`src/sv/deq_pkg.sv`:
```
// deq_pkg: shared types and constants of the double-ended queue
// operation and status codes, result flags passed from control to top level
// no dependencies
package deq_pkg;

  localparam int DEPTH_DEF      = 16;
  localparam int DATA_WIDTH_DEF = 32;
  localparam int VALUE_W        = 32;
  localparam int DATA_OUT_W     = 32;
  localparam int MODE_W         = 3;
  localparam int STATUS_W       = 2;

  typedef enum logic [MODE_W-1:0] {
    OP_PUSH_FRONT = 3'd0,
    OP_PUSH_REAR  = 3'd1,
    OP_POP_FRONT  = 3'd2,
    OP_POP_REAR   = 3'd3,
    OP_PEEK_FRONT = 3'd4,
    OP_PEEK_REAR  = 3'd5,
    OP_CLEAR      = 3'd6
  } op_t;

  typedef enum logic [STATUS_W-1:0] {
    ST_OK    = 2'd0,
    ST_EMPTY = 2'd1,
    ST_FULL  = 2'd2
  } status_t;

  // what the last accepted operation left for the result beat
  typedef struct packed {
    status_t status;
    logic    rd;    // data comes from the store read
    logic    err;   // empty error, data reads as all ones
  } res_info_t;

endpackage

```
`src/sv/deq_ram.sv`:
```
// deq_ram: generic single-write, single-read synchronous RAM
// read data registered, held while rd_en is low
// no dependencies
module deq_ram #(
  parameter int WIDTH = 32,
  parameter int DEPTH = 16,
  localparam int ADDR_W = (DEPTH > 1) ? $clog2(DEPTH) : 1
) (
  input  logic              clk,
  input  logic              wr_en,
  input  logic [ADDR_W-1:0] wr_addr,
  input  logic [WIDTH-1:0]  wr_data,
  input  logic              rd_en,
  input  logic [ADDR_W-1:0] rd_addr,
  output logic [WIDTH-1:0]  rd_data
);

  logic [WIDTH-1:0] mem [DEPTH];

  always_ff @(posedge clk) begin
    if (wr_en) begin
      mem[wr_addr] <= wr_data;
    end
    if (rd_en) begin
      rd_data <= mem[rd_addr];
    end
  end

endmodule

```
`src/sv/deq_ctrl.sv`:
```
// deq_ctrl: front/rear index and count registers of the deque
// decodes each operation into store read and write requests
// depends on deq_pkg
module deq_ctrl #(
  parameter int DEPTH      = deq_pkg::DEPTH_DEF,
  parameter int DATA_WIDTH = deq_pkg::DATA_WIDTH_DEF,
  localparam int IDX_W = (DEPTH > 1) ? $clog2(DEPTH) : 1,
  localparam int CNT_W = $clog2(DEPTH + 1)
) (
  input  logic                          clk,
  input  logic                          rst,
  input  logic                          op_en,
  input  logic [deq_pkg::MODE_W-1:0]    mode,
  input  logic [deq_pkg::VALUE_W-1:0]   value,
  output logic                          wr_en,
  output logic [IDX_W-1:0]              wr_addr,
  output logic [DATA_WIDTH-1:0]         wr_data,
  output logic                          rd_en,
  output logic [IDX_W-1:0]              rd_addr,
  output deq_pkg::res_info_t            info,
  output logic [CNT_W-1:0]              count
);

  localparam logic [IDX_W-1:0] IDX_LAST = IDX_W'(DEPTH - 1);
  localparam logic [CNT_W-1:0] CNT_FULL = CNT_W'(DEPTH);

  logic [IDX_W-1:0] front, front_next;
  logic [IDX_W-1:0] rear, rear_next;
  logic [CNT_W-1:0] count_next;
  deq_pkg::res_info_t info_next;

  logic [IDX_W-1:0] front_inc, front_dec, rear_inc, rear_dec;
  logic             is_empty, is_full;

  // word as stored: sign-extended or cut to the store width
  generate
    if (DATA_WIDTH > deq_pkg::VALUE_W) begin : g_wide
      assign wr_data = {{(DATA_WIDTH - deq_pkg::VALUE_W){value[deq_pkg::VALUE_W-1]}}, value};
    end else begin : g_narrow
      assign wr_data = value[DATA_WIDTH-1:0];
    end
  endgenerate

  assign is_empty  = (count == '0);
  assign is_full   = (count == CNT_FULL);
  assign front_inc = (front == IDX_LAST) ? '0 : front + 1'b1;
  assign front_dec = (front == '0) ? IDX_LAST : front - 1'b1;
  assign rear_inc  = (rear == IDX_LAST) ? '0 : rear + 1'b1;
  assign rear_dec  = (rear == '0) ? IDX_LAST : rear - 1'b1;

  always_comb begin
    front_next       = front;
    rear_next        = rear;
    count_next       = count;
    info_next.status = deq_pkg::ST_OK;
    info_next.rd     = 1'b0;
    info_next.err    = 1'b0;
    wr_en            = 1'b0;
    wr_addr          = rear;
    rd_en            = 1'b0;
    rd_addr          = front;
    case (deq_pkg::op_t'(mode))
      deq_pkg::OP_PUSH_FRONT: begin
        if (is_full) begin
          info_next.status = deq_pkg::ST_FULL;
        end else begin
          wr_en      = op_en;
          wr_addr    = front_dec;
          front_next = front_dec;
          count_next = count + 1'b1;
        end
      end
      deq_pkg::OP_PUSH_REAR: begin
        if (is_full) begin
          info_next.status = deq_pkg::ST_FULL;
        end else begin
          wr_en      = op_en;
          wr_addr    = rear;
          rear_next  = rear_inc;
          count_next = count + 1'b1;
        end
      end
      deq_pkg::OP_POP_FRONT, deq_pkg::OP_PEEK_FRONT: begin
        if (is_empty) begin
          info_next.status = deq_pkg::ST_EMPTY;
          info_next.err    = 1'b1;
        end else begin
          rd_en        = op_en;
          rd_addr      = front;
          info_next.rd = 1'b1;
          if (mode == deq_pkg::OP_POP_FRONT) begin
            front_next = front_inc;
            count_next = count - 1'b1;
          end
        end
      end
      deq_pkg::OP_POP_REAR, deq_pkg::OP_PEEK_REAR: begin
        if (is_empty) begin
          info_next.status = deq_pkg::ST_EMPTY;
          info_next.err    = 1'b1;
        end else begin
          rd_en        = op_en;
          rd_addr      = rear_dec;
          info_next.rd = 1'b1;
          if (mode == deq_pkg::OP_POP_REAR) begin
            rear_next  = rear_dec;
            count_next = count - 1'b1;
          end
        end
      end
      deq_pkg::OP_CLEAR: begin
        front_next = '0;
        rear_next  = '0;
        count_next = '0;
      end
      default: begin
        // unused code leaves the deque as it is
      end
    endcase
  end

  always_ff @(posedge clk) begin
    if (rst) begin
      front       <= '0;
      rear        <= '0;
      count       <= '0;
      info.status <= deq_pkg::ST_OK;
      info.rd     <= 1'b0;
      info.err    <= 1'b0;
    end else if (op_en) begin
      front <= front_next;
      rear  <= rear_next;
      count <= count_next;
      info  <= info_next;
    end
  end

endmodule

```
`src/sv/double_ended_queue.sv`:
```
// Bounded double-ended queue of signed words kept in a ring-buffer RAM.
// Input beat: s_tuser carries the operation (push front, push rear, pop front,
// pop rear, peek front, peek rear, clear), s_tdata the word to push.
// Output beat: one per input beat, carrying the word read (-1 on an empty
// error, 0 when nothing is read), the status on m_tuser (ok, empty, full),
// the empty and full flags and the element count after the operation.
// The index update and the RAM read are issued at acceptance, and the RAM's
// registered read port supplies the word on the next cycle, together with
// m_tvalid. One beat may be accepted every cycle while the output is not
// stalled; the single RAM read port and one write port per cycle allow it.
// Writes land before any later read, so no forwarding path is needed.
// When m_tready is low the result is held and s_tready drops until the
// beat is taken; the RAM read data stays put as no new read is issued.
// Reset empties the queue (indices and count to zero); store contents are
// left as they are and are never read before being written.
// depends on deq_pkg, deq_ctrl, deq_ram
module double_ended_queue #(
  parameter int DEPTH      = deq_pkg::DEPTH_DEF,
  parameter int DATA_WIDTH = deq_pkg::DATA_WIDTH_DEF,
  localparam int IDX_W = (DEPTH > 1) ? $clog2(DEPTH) : 1,
  localparam int CNT_W = $clog2(DEPTH + 1),
  localparam int OUT_W = ((deq_pkg::DATA_OUT_W + 2 + CNT_W + 7) / 8) * 8
) (
  input  logic                          clk,
  input  logic                          rst,
  input  logic                          s_tvalid,
  output logic                          s_tready,
  input  logic [deq_pkg::VALUE_W-1:0]   s_tdata,  // value
  input  logic [deq_pkg::MODE_W-1:0]    s_tuser,  // mode
  output logic                          m_tvalid,
  input  logic                          m_tready,
  output logic [OUT_W-1:0]              m_tdata,  // data, empty_flag, full_flag, count, zero pad
  output logic [deq_pkg::STATUS_W-1:0]  m_tuser   // status
);

  logic                  accept;
  logic                  wr_en, rd_en;
  logic [IDX_W-1:0]      wr_addr, rd_addr;
  logic [DATA_WIDTH-1:0] wr_data, rd_data;
  deq_pkg::res_info_t    info;
  logic [CNT_W-1:0]      count;
  logic [deq_pkg::DATA_OUT_W-1:0] rd_word, data;
  logic                  empty_flag, full_flag;

  assign s_tready = !m_tvalid || m_tready;
  assign accept   = s_tvalid && s_tready;

  deq_ctrl #(
    .DEPTH      (DEPTH),
    .DATA_WIDTH (DATA_WIDTH)
  ) u_ctrl (
    .clk     (clk),
    .rst     (rst),
    .op_en   (accept),
    .mode    (s_tuser),
    .value   (s_tdata),
    .wr_en   (wr_en),
    .wr_addr (wr_addr),
    .wr_data (wr_data),
    .rd_en   (rd_en),
    .rd_addr (rd_addr),
    .info    (info),
    .count   (count)
  );

  deq_ram #(
    .WIDTH (DATA_WIDTH),
    .DEPTH (DEPTH)
  ) u_store (
    .clk     (clk),
    .wr_en   (wr_en),
    .wr_addr (wr_addr),
    .wr_data (wr_data),
    .rd_en   (rd_en),
    .rd_addr (rd_addr),
    .rd_data (rd_data)
  );

  // stored word brought to the output width: sign-extended or cut
  generate
    if (DATA_WIDTH >= deq_pkg::DATA_OUT_W) begin : g_cut
      assign rd_word = rd_data[deq_pkg::DATA_OUT_W-1:0];
    end else begin : g_ext
      assign rd_word = {{(deq_pkg::DATA_OUT_W - DATA_WIDTH){rd_data[DATA_WIDTH-1]}}, rd_data};
    end
  endgenerate

  always_comb begin
    if (info.rd) begin
      data = rd_word;
    end else if (info.err) begin
      data = '1;
    end else begin
      data = '0;
    end
  end

  assign empty_flag = (count == '0);
  assign full_flag  = (count == CNT_W'(DEPTH));
  assign m_tdata    = OUT_W'({count, full_flag, empty_flag, data});
  assign m_tuser    = info.status;

  always_ff @(posedge clk) begin
    if (rst) begin
      m_tvalid <= 1'b0;
    end else if (s_tready) begin
      m_tvalid <= s_tvalid;
    end
  end

endmodule
```
`config.mk`:
```
export PLATFORM = sky130hd
export DESIGN_NAME = double_ended_queue
export DESIGN_NICKNAME = d
export VERILOG_FILES = /design/src/sv/deq_pkg.sv /design/src/sv/deq_ram.sv /design/src/sv/deq_ctrl.sv /design/src/sv/double_ended_queue.sv
export SDC_FILE = /design/constraint.sdc
export NUM_CORES = 1
export LEC_CHECK = 0
export CAP_MARGIN = 25
export CELL_PAD_IN_SITES_DETAIL_PLACEMENT = 0
export CELL_PAD_IN_SITES_GLOBAL_PLACEMENT = 1
export CORE_AREA = 4 4 201 301
export DETAILED_ROUTE_END_ITERATION = 10
export DIE_AREA = 0 0 205 305
export DONT_BUFFER_PORTS = 1
export MAX_ROUTING_LAYER = met4
export PLACE_DENSITY_LB_ADDON = 0.05
export SYNTH_ARGS = -nofsm -noshare
export SYNTH_HDL_FRONTEND = slang
export SYNTH_SLANG_ARGS = --single-unit
```
`constraint.sdc`:
```
create_clock -name clk -period 3.9 [get_ports clk]
set_clock_uncertainty 0.05 [all_clocks]
set_input_delay 0.195 -clock clk [delete_from_list [all_inputs] [get_ports clk]]
set_output_delay 0.195 -clock clk [all_outputs]
set_load 0.1 [all_outputs]
```
==> results of run 1 <==
## area by class of cell
class | count | area [um^2]
Multi-Input combinational cell | 1456 | 10000
Fill cell | 4945 | 26500
Antenna cell | 3 | 7.51
Timing Repair Buffer | 155 | 1550
Inverter | 24 | 92.6
Tap cell | 770 | 963
Sequential cell | 562 | 16700
Clock inverter | 37 | 433
Clock buffer | 66 | 1480
## critical path, stage by stage, from the launching register on
cell and delay (ns):
dfxtp_1 0.40, or4_1 0.72, o211ai_4 0.53, buf_12 0.23, buf_12 0.30, o221ai_1 0.19, o31a_1 0.16, a2111oi_0 0.54
a311o_1 0.20
## logic make-up (layout without fill, tap and decap cells)
| family | count (synthesis) | count (layout) | share of synthesized area |
|---|---|---|---|
| adder cells (fa/ha/maj) | 8 | 8 | 0.00390 |
| AND/OR/NAND/NOR | 599 | 599 | 0.0984 |
| other | 1 | 4 | 0.000136 |
| flip-flops | 562 | 562 | 0.605 |
| XOR/XNOR | 8 | 8 | 0.00281 |
| buffers and inverters | 246 | 282 | 0.0413 |
| AO/OA/AOI/OAI | 687 | 687 | 0.189 |
| multiplexers | 153 | 153 | 0.0590 |
## metal layers
| metal | GRT usage | wire (um) | vias to the layer above |
|---|---|---|---|
| met4 | 0.151 | 5500 | 0 |
| met2 | 0.544 | 51100 | 1143 |
| met1 | 0.400 | 38500 | 10800 |
| met3 | 0.0461 | 7740 | 304 |
| li1 | - | - | 9009 |
| met5 | - | 0 | - |
## state kept, by name (all words and copies together), names as in the netlist
register	count
m_tvalid	1
u_ctrl.front	4
u_store.mem	512
u_ctrl.count	5
u_ctrl.info	4
u_store.rd_data	32
u_ctrl.rear	4
## worst paths after layout
kind,depth (start not counted),startpoint,slack [ns],endpoint
min,4,s_tuser[2],0.03,u_ctrl.front[2]$_SDFFE_PP0P_
max reg2reg,8,u_ctrl.count[0]$_SDFFE_PP0P_,0.40,u_store.rd_data[22]$_DFFE_PP_
min reg2reg,2,u_ctrl.info[0]$_SDFFE_PP0P_,0.42,u_ctrl.info[0]$_SDFFE_PP0P_
max,8,u_ctrl.count[0]$_SDFFE_PP0P_,0.40,u_store.rd_data[22]$_DFFE_PP_
## what timing repair did
action	in CTS	in global routing
hold endpoints to repair	530	0
hold buffers	39	0
resized for setup	0	0
## layout by cell type, fill, tap and decap left out, drive strengths merged, types with 9 or more instances in the layout
| cell | Yosys | final |
|---|---|---|
| a31oi | 20 | 20 |
| o22ai | 46 | 46 |
| o311ai | 13 | 13 |
| a31o | 9 | 9 |
| nand3 | 41 | 41 |
| and2 | 15 | 15 |
| buf | 87 | 116 |
| a2111oi | 115 | 115 |
| edfxtp | 544 | 544 |
| and3 | 87 | 87 |
| a22oi | 30 | 30 |
| a211o | 26 | 26 |
| a211oi | 99 | 99 |
| o21ai | 21 | 21 |
| clkbuf | 135 | 66 |
| a22o | 12 | 12 |
| o31ai | 20 | 20 |
| mux2i | 79 | 79 |
| o221ai | 37 | 37 |
| mux2 | 74 | 74 |
| dfxtp | 18 | 18 |
| a221o | 12 | 12 |
| o211ai | 34 | 34 |
| inv | 24 | 24 |
| a221oi | 11 | 11 |
| bufinv | 0 | 10 |
| a311o | 11 | 11 |
| clkinv | 0 | 26 |
| nand2 | 289 | 289 |
| a21o | 12 | 12 |
| nor3 | 42 | 42 |
| a21oi | 127 | 127 |
| nor2 | 92 | 92 |
| dlygate4sd3 | 0 | 39 |
## metrics by stage
step | area [um^2] | std cells | total power [W]
global placement | 28900 | 2927 | 0.00909
floorplan | 27600 | 2264 | 0.00838
finish | 31200 | 3073 | 0.0149
CTS | 31200 | 3070 | 0.0149
detailed placement | 28900 | 2928 | 0.00911
global route | 31200 | 3072 | 0.0153
## power groups by stage
stage | combinational (W) | clock, W | sequential, W
CTS | 0.00233 | 0.00582 | 0.00677
global placement | 0.00219 | 0 | 0.00690
detailed placement | 0.00221 | 0 | 0.00690
floorplan | 0.00148 | 0 | 0.00690
finish | 0.00235 | 0.00576 | 0.00677
global route | 0.00246 | 0.00604 | 0.00677
==> impl_metrics.csv, run 1 <==
group,metric,value,unit
outcome,outcome,"finished, final reports clean",
routing,first_pass_iters,5,
global_route,grt_max_degree,73,
floorplanning,start_util,0.478,
pwr,p_int,0.0107,W
worst_setup_path,endpoint_kind,"flip-flop",
pwr,power_density,477,nW/um^2
synthesis,syn-num-nets,2311,
synthesis,synthTopCellsByArea,"edfxtp_1 59%, nand2_1 3.9%, a2111oi_0 3.5%",
synthesis,syn-instance-count,2264,
pwr,switching_share,0.282,
clock_tree,cts_root_buf,"clkbuf_16",
synthesis,synth_top_cell_by_area,"edfxtp_1",
sta,period_share,0.898,
place,place.gp.congestion,0.856,
sta,layout_min_cycle_time,3.50,ns
sta,slew_headroom,0.311,
global_route,overflow,0,
worst_setup_path,critPathRequiredTime,4.35,ns
clock_tree,cts_made_buffers,56,
global_route,grtUsageTotal,0.329,
clock_tree,clock_latency,0.64,ns
clock_tree,clk_pin_slew,0.06,ns
sta,layout_setup_ws,0.400,ns
worst_setup_path,cp.arrival,3.95,ns
floorplanning,fp.coreArea,57700,um^2
pwr,total_leakage_power,10.1,nW
sta,worstMarginPinSlew,1.03,ns
synthesis,synth_top_area_frac,0.592,
pwr,combPwrFrac,0.158,
routing,drt_iter0_markers,2124,
min_path,min_path_type,"input pin to flip-flop",
global_route,grt_pass1_vias,21000,
global_route,grt_pass1_wl,147000,um
routing,routed_wl,103000,um
place,place_ws,0.434,ns
worst_setup_path,critPathKind,"flip-flop to flip-flop",
place,dp_hpwl,58500,um
synthesis,ys_ff_latch,562,
final_layout,drive_gt1_frac,0.149,
clock_tree,cts_setup_buffers,0,
floorplanning,die_area,62500,um^2
worst_setup_path,start_kind,"flip-flop",
place,portBuffers,0,
synthesis,synth_commonest_cells,"544 x edfxtp_1, 289 x nand2_1, 134 x clkbuf_1, 127 x a21oi_1, 109 x a2111oi_0",
routing,postRouteAntennaNets,0,
routing,wl_per_cell,33.4,um
sta,grt_setup_unrepaired,"false",
routing,routed_via_density,6.93,
routing,route.detailed.drc,0,
clock_tree,clockBufferDepth,3,
synthesis,async_reset_ff_frac,0,
pwr,power.switching,0.00421,W
run,maxCapViolations,0,
sta,hold_violations,0,
final_layout,nets,2302,
global_route,antenna_found_initial,3,
floorplanning,ios,83,
sta,finalSetupTns,0,ns
routing,dr_total_vias,21300,
clock_tree,cts_tree,"built",
synthesis,synth_area_per_cell,12.2,um^2
pwr,ir_drop,0.000357,V
pwr,clkPwrFrac,0.387,
floorplanning,die_w,205,um
floorplanning,rows,108,
final_layout,syn_to_final_growth,13.2,%
synthesis,ys_types,77,
synthesis,yosysWarnings,0,
synthesis,synth.cell_area,27600,um^2
sta,max_freq,286,MHz
final_layout,utilization,0.541,
clock_tree,htreeDepth,2,
floorplanning,die_h,305,um
worst_setup_path,critPathMaxFanout,71,
synthesis,synth.most_common_cell,"edfxtp_1",
clock_tree,numClockSinks,562,
synthesis,synth_edf_count,544,
sta,timing.hold.ws,0.0268,ns
sta,setup_violations,0,
pwr,seqPwrFrac,0.455,
synthesis,ys_seq_area_frac,0.605,
synthesis,ys.flop_type,"edfxtp_1",
sta,drv_slew,0,
(Power assumes the default switching activity.)
==> run 2: changes to the inputs <==
- CORE_AREA: 4 4 201 301 -> 4 4 188 282
- DIE_AREA: 0 0 205 305 -> 0 0 192 286
- clock period: 3.9 -> 4.3 ns (I/O delays scaled with it)
==> run 2 against run 1 <==
Sequential power is 9.3% lower. Cell area decreased by 1.5%. Wire length shrank 7.6%. Largest power group unchanged. Highest routed layer unchanged.
==> impl_metrics.csv, run 2 (synthesis gave the netlist of run 1 again) <==
group,metric,value,unit
global_route,grtUsageTotal,0.348,
final_layout,fillers,3889,
sta,hold_violations,0,
clock_tree,clock_latency,0.59,ns
global_route,grt_max_degree,114,
sta,timing.hold.ws,0.0387,ns
pwr,p_int,0.00936,W
routing,route.detailed.drc,0,
clock_tree,clockBufferDepth,3,
worst_setup_path,critPathMaxFanout,113,
routing,first_pass_iters,6,
floorplanning,rows,101,
clock_tree,htreeDepth,2,
routing,routed_via_density,7.19,
final_layout,largest_registers,"u_store.mem (512), u_store.rd_data (32), u_ctrl.count (5)",
final_layout,largest-register,"u_store.mem",
clock_tree,cts_setup_buffers,0,
floorplanning,ios,83,
clock_tree,numClockSinks,562,
sta,layout_setup_ws,0.749,ns
global_route,grtUsageMet1,0.424,
place,dp_hpwl,51700,um
clock_tree,cts_tree,"built",
routing,routed_wl,95000,um
place,portBuffers,0,
final_layout,instances_no_fill,2947,
clock_tree,cts_made_buffers,53,
clock_tree,post_cts_resized,0,
final_layout,syn_to_final_growth,11.5,%
sta,drv_slew,0,
global_route,overflow,0,
worst_setup_path,endpoint_kind,"flip-flop",
routing,dr_total_vias,21200,
floorplanning,fp.coreArea,50400,um^2
pwr,power.switching,0.00364,W
final_layout,largest_register_ffs,512,
place,place_ws,0.825,ns
routing,postRouteAntennaNets,0,
global_route,antenna_found_initial,6,
final_layout,nets,2278,
sta,slew_headroom,0.289,
pwr,switching_share,0.280,
worst_setup_path,critPathRequiredTime,4.70,ns
place,post-place-cells,2806,
min_path,min_path_type,"input pin to flip-flop",
sta,max_freq,282,MHz
routing,drt_iter0_markers,2457,
sta,period_share,0.826,
pwr,power_density,423,nW/um^2
floorplanning,die_h,286,um
sta,grt_setup_unrepaired,"false",
floorplanning,die_w,192,um
routing,wl_per_cell,32.2,um
floorplanning,start_util,0.547,
worst_setup_path,cp.arrival,3.95,ns
place,place.gp.congestion,0.839,
global_route,grt_pass1_vias,20800,
final_layout,layout_common_cells,"544 x edfxtp_1, 287 x nand2_1, 126 x a21oi_1",
run,maxCapViolations,0,
floorplanning,die_area,54900,um^2
pwr,clkPwrFrac,0.369,
clock_tree,clk_pin_slew,0.07,ns
sta,finalSetupTns,0,ns
outcome,outcome,"finished, final reports clean",
worst_setup_path,critPathKind,"flip-flop to flip-flop",
worst_setup_path,start_kind,"flip-flop",
worst_setup_path,r2r_slack,0.75,ns
sta,setup_violations,0,
sta,worstMarginPinSlew,1.06,ns
clock_tree,cts_root_buf,"clkbuf_16",
global_route,grt_util_met2,0.575,
final_layout,final_common_cell,"edfxtp_1",
sta,layout_min_cycle_time,3.55,ns
global_route,grt_use_met3,0.0442,
pwr,combPwrFrac,0.159,
pwr,seqPwrFrac,0.472,
final_layout,drive_gt1_frac,0.141,
pwr,total_leakage_power,9.94,nW
global_route,grt_pass1_wl,137000,um
global_route,grt.busiest_layer,"met2",
pwr,ir_drop,0.000346,V
-- run 2: changes by cell type in the layout (fill, tap and decap cells not counted), moves of 2 or more --
cell and delta:
buf_4 -17, clkbuf_16 -5, buf_12 -3, clkinv_2 +3, bufinv_16 -2, clkinv_1 -2
diode_2 +2, inv_6 +2
-- run 2: critical path, cell delays in order (launching register included) --
cell	delay, ns
dfxtp_1	0.40
or4_1	0.71
o211ai_4	0.40
buf_12	0.44
and3_1	0.29
nor2_2	0.14
buf_12	0.25
a2111oi_0	0.39
a311o_1	0.21
-- run 2: power by group through the flow --
stage | combinational [W] | clock (W) | sequential [W]
after floorplan | 0.00134 | 0 | 0.00626
after global routing | 0.00216 | 0.00509 | 0.00614
after global placement | 0.00191 | 0 | 0.00625
final | 0.00207 | 0.00479 | 0.00614
after CTS | 0.00203 | 0.00483 | 0.00614
after detailed placement | 0.00193 | 0 | 0.00625
-- run 2: worst paths after layout --
check / startpoint / to / cells past startpoint
max: u_ctrl.count[0]$_SDFFE_PP0P_ / u_store.rd_data[26]$_DFFE_PP_ / 8
min: s_tuser[0] / u_ctrl.rear[2]$_SDFFE_PP0P_ / 3
max reg2reg: u_ctrl.count[0]$_SDFFE_PP0P_ / u_store.rd_data[26]$_DFFE_PP_ / 8
min reg2reg: u_ctrl.info[0]$_SDFFE_PP0P_ / u_ctrl.info[0]$_SDFFE_PP0P_ / 2
-- run 2: metal layers --
| metal | share of wire | vias to the layer above | routed length [um] |
|---|---|---|---|
| met3 | 0.085 | 324 | 8070 |
| met2 | 0.50 | 1299 | 47400 |
| met1 | 0.36 | 10600 | 34100 |
| li1 | - | 8942 | - |
| met5 | 0 | - | 0 |
| met4 | 0.057 | 0 | 5430 |
-- run 2: stage by stage --
step | power (W) | util | cell area, um^2
after floorplan | 0.00760 | - | 27600
after global placement | 0.00816 | 0.567 | 28600
after detailed placement | 0.00818 | 0.567 | 28600
after CTS | 0.0130 | 0.609 | 30700
after global routing | 0.0134 | 0.610 | 30800
final | 0.0130 | 0.610 | 30800
-- run 2: timing repair --
item,4_1_cts,5_1_grt
hold buffers,38,0
setup endpoints to repair,0,0
endpoints found under the hold margin,530,0
-- run 2: final cells by class --
class,instances,area (um^2),area share
sequential,562,16700,0.543
multi-input combinational,1456,10000,0.325
timing repair buffer,134,1370,0.0446
clock buffer,60,1350,0.0440
tap,669,837,0.0272
clock inverter,37,380,0.0124
inverter,24,92.6,0.00301
antenna,5,12.5,0.000407
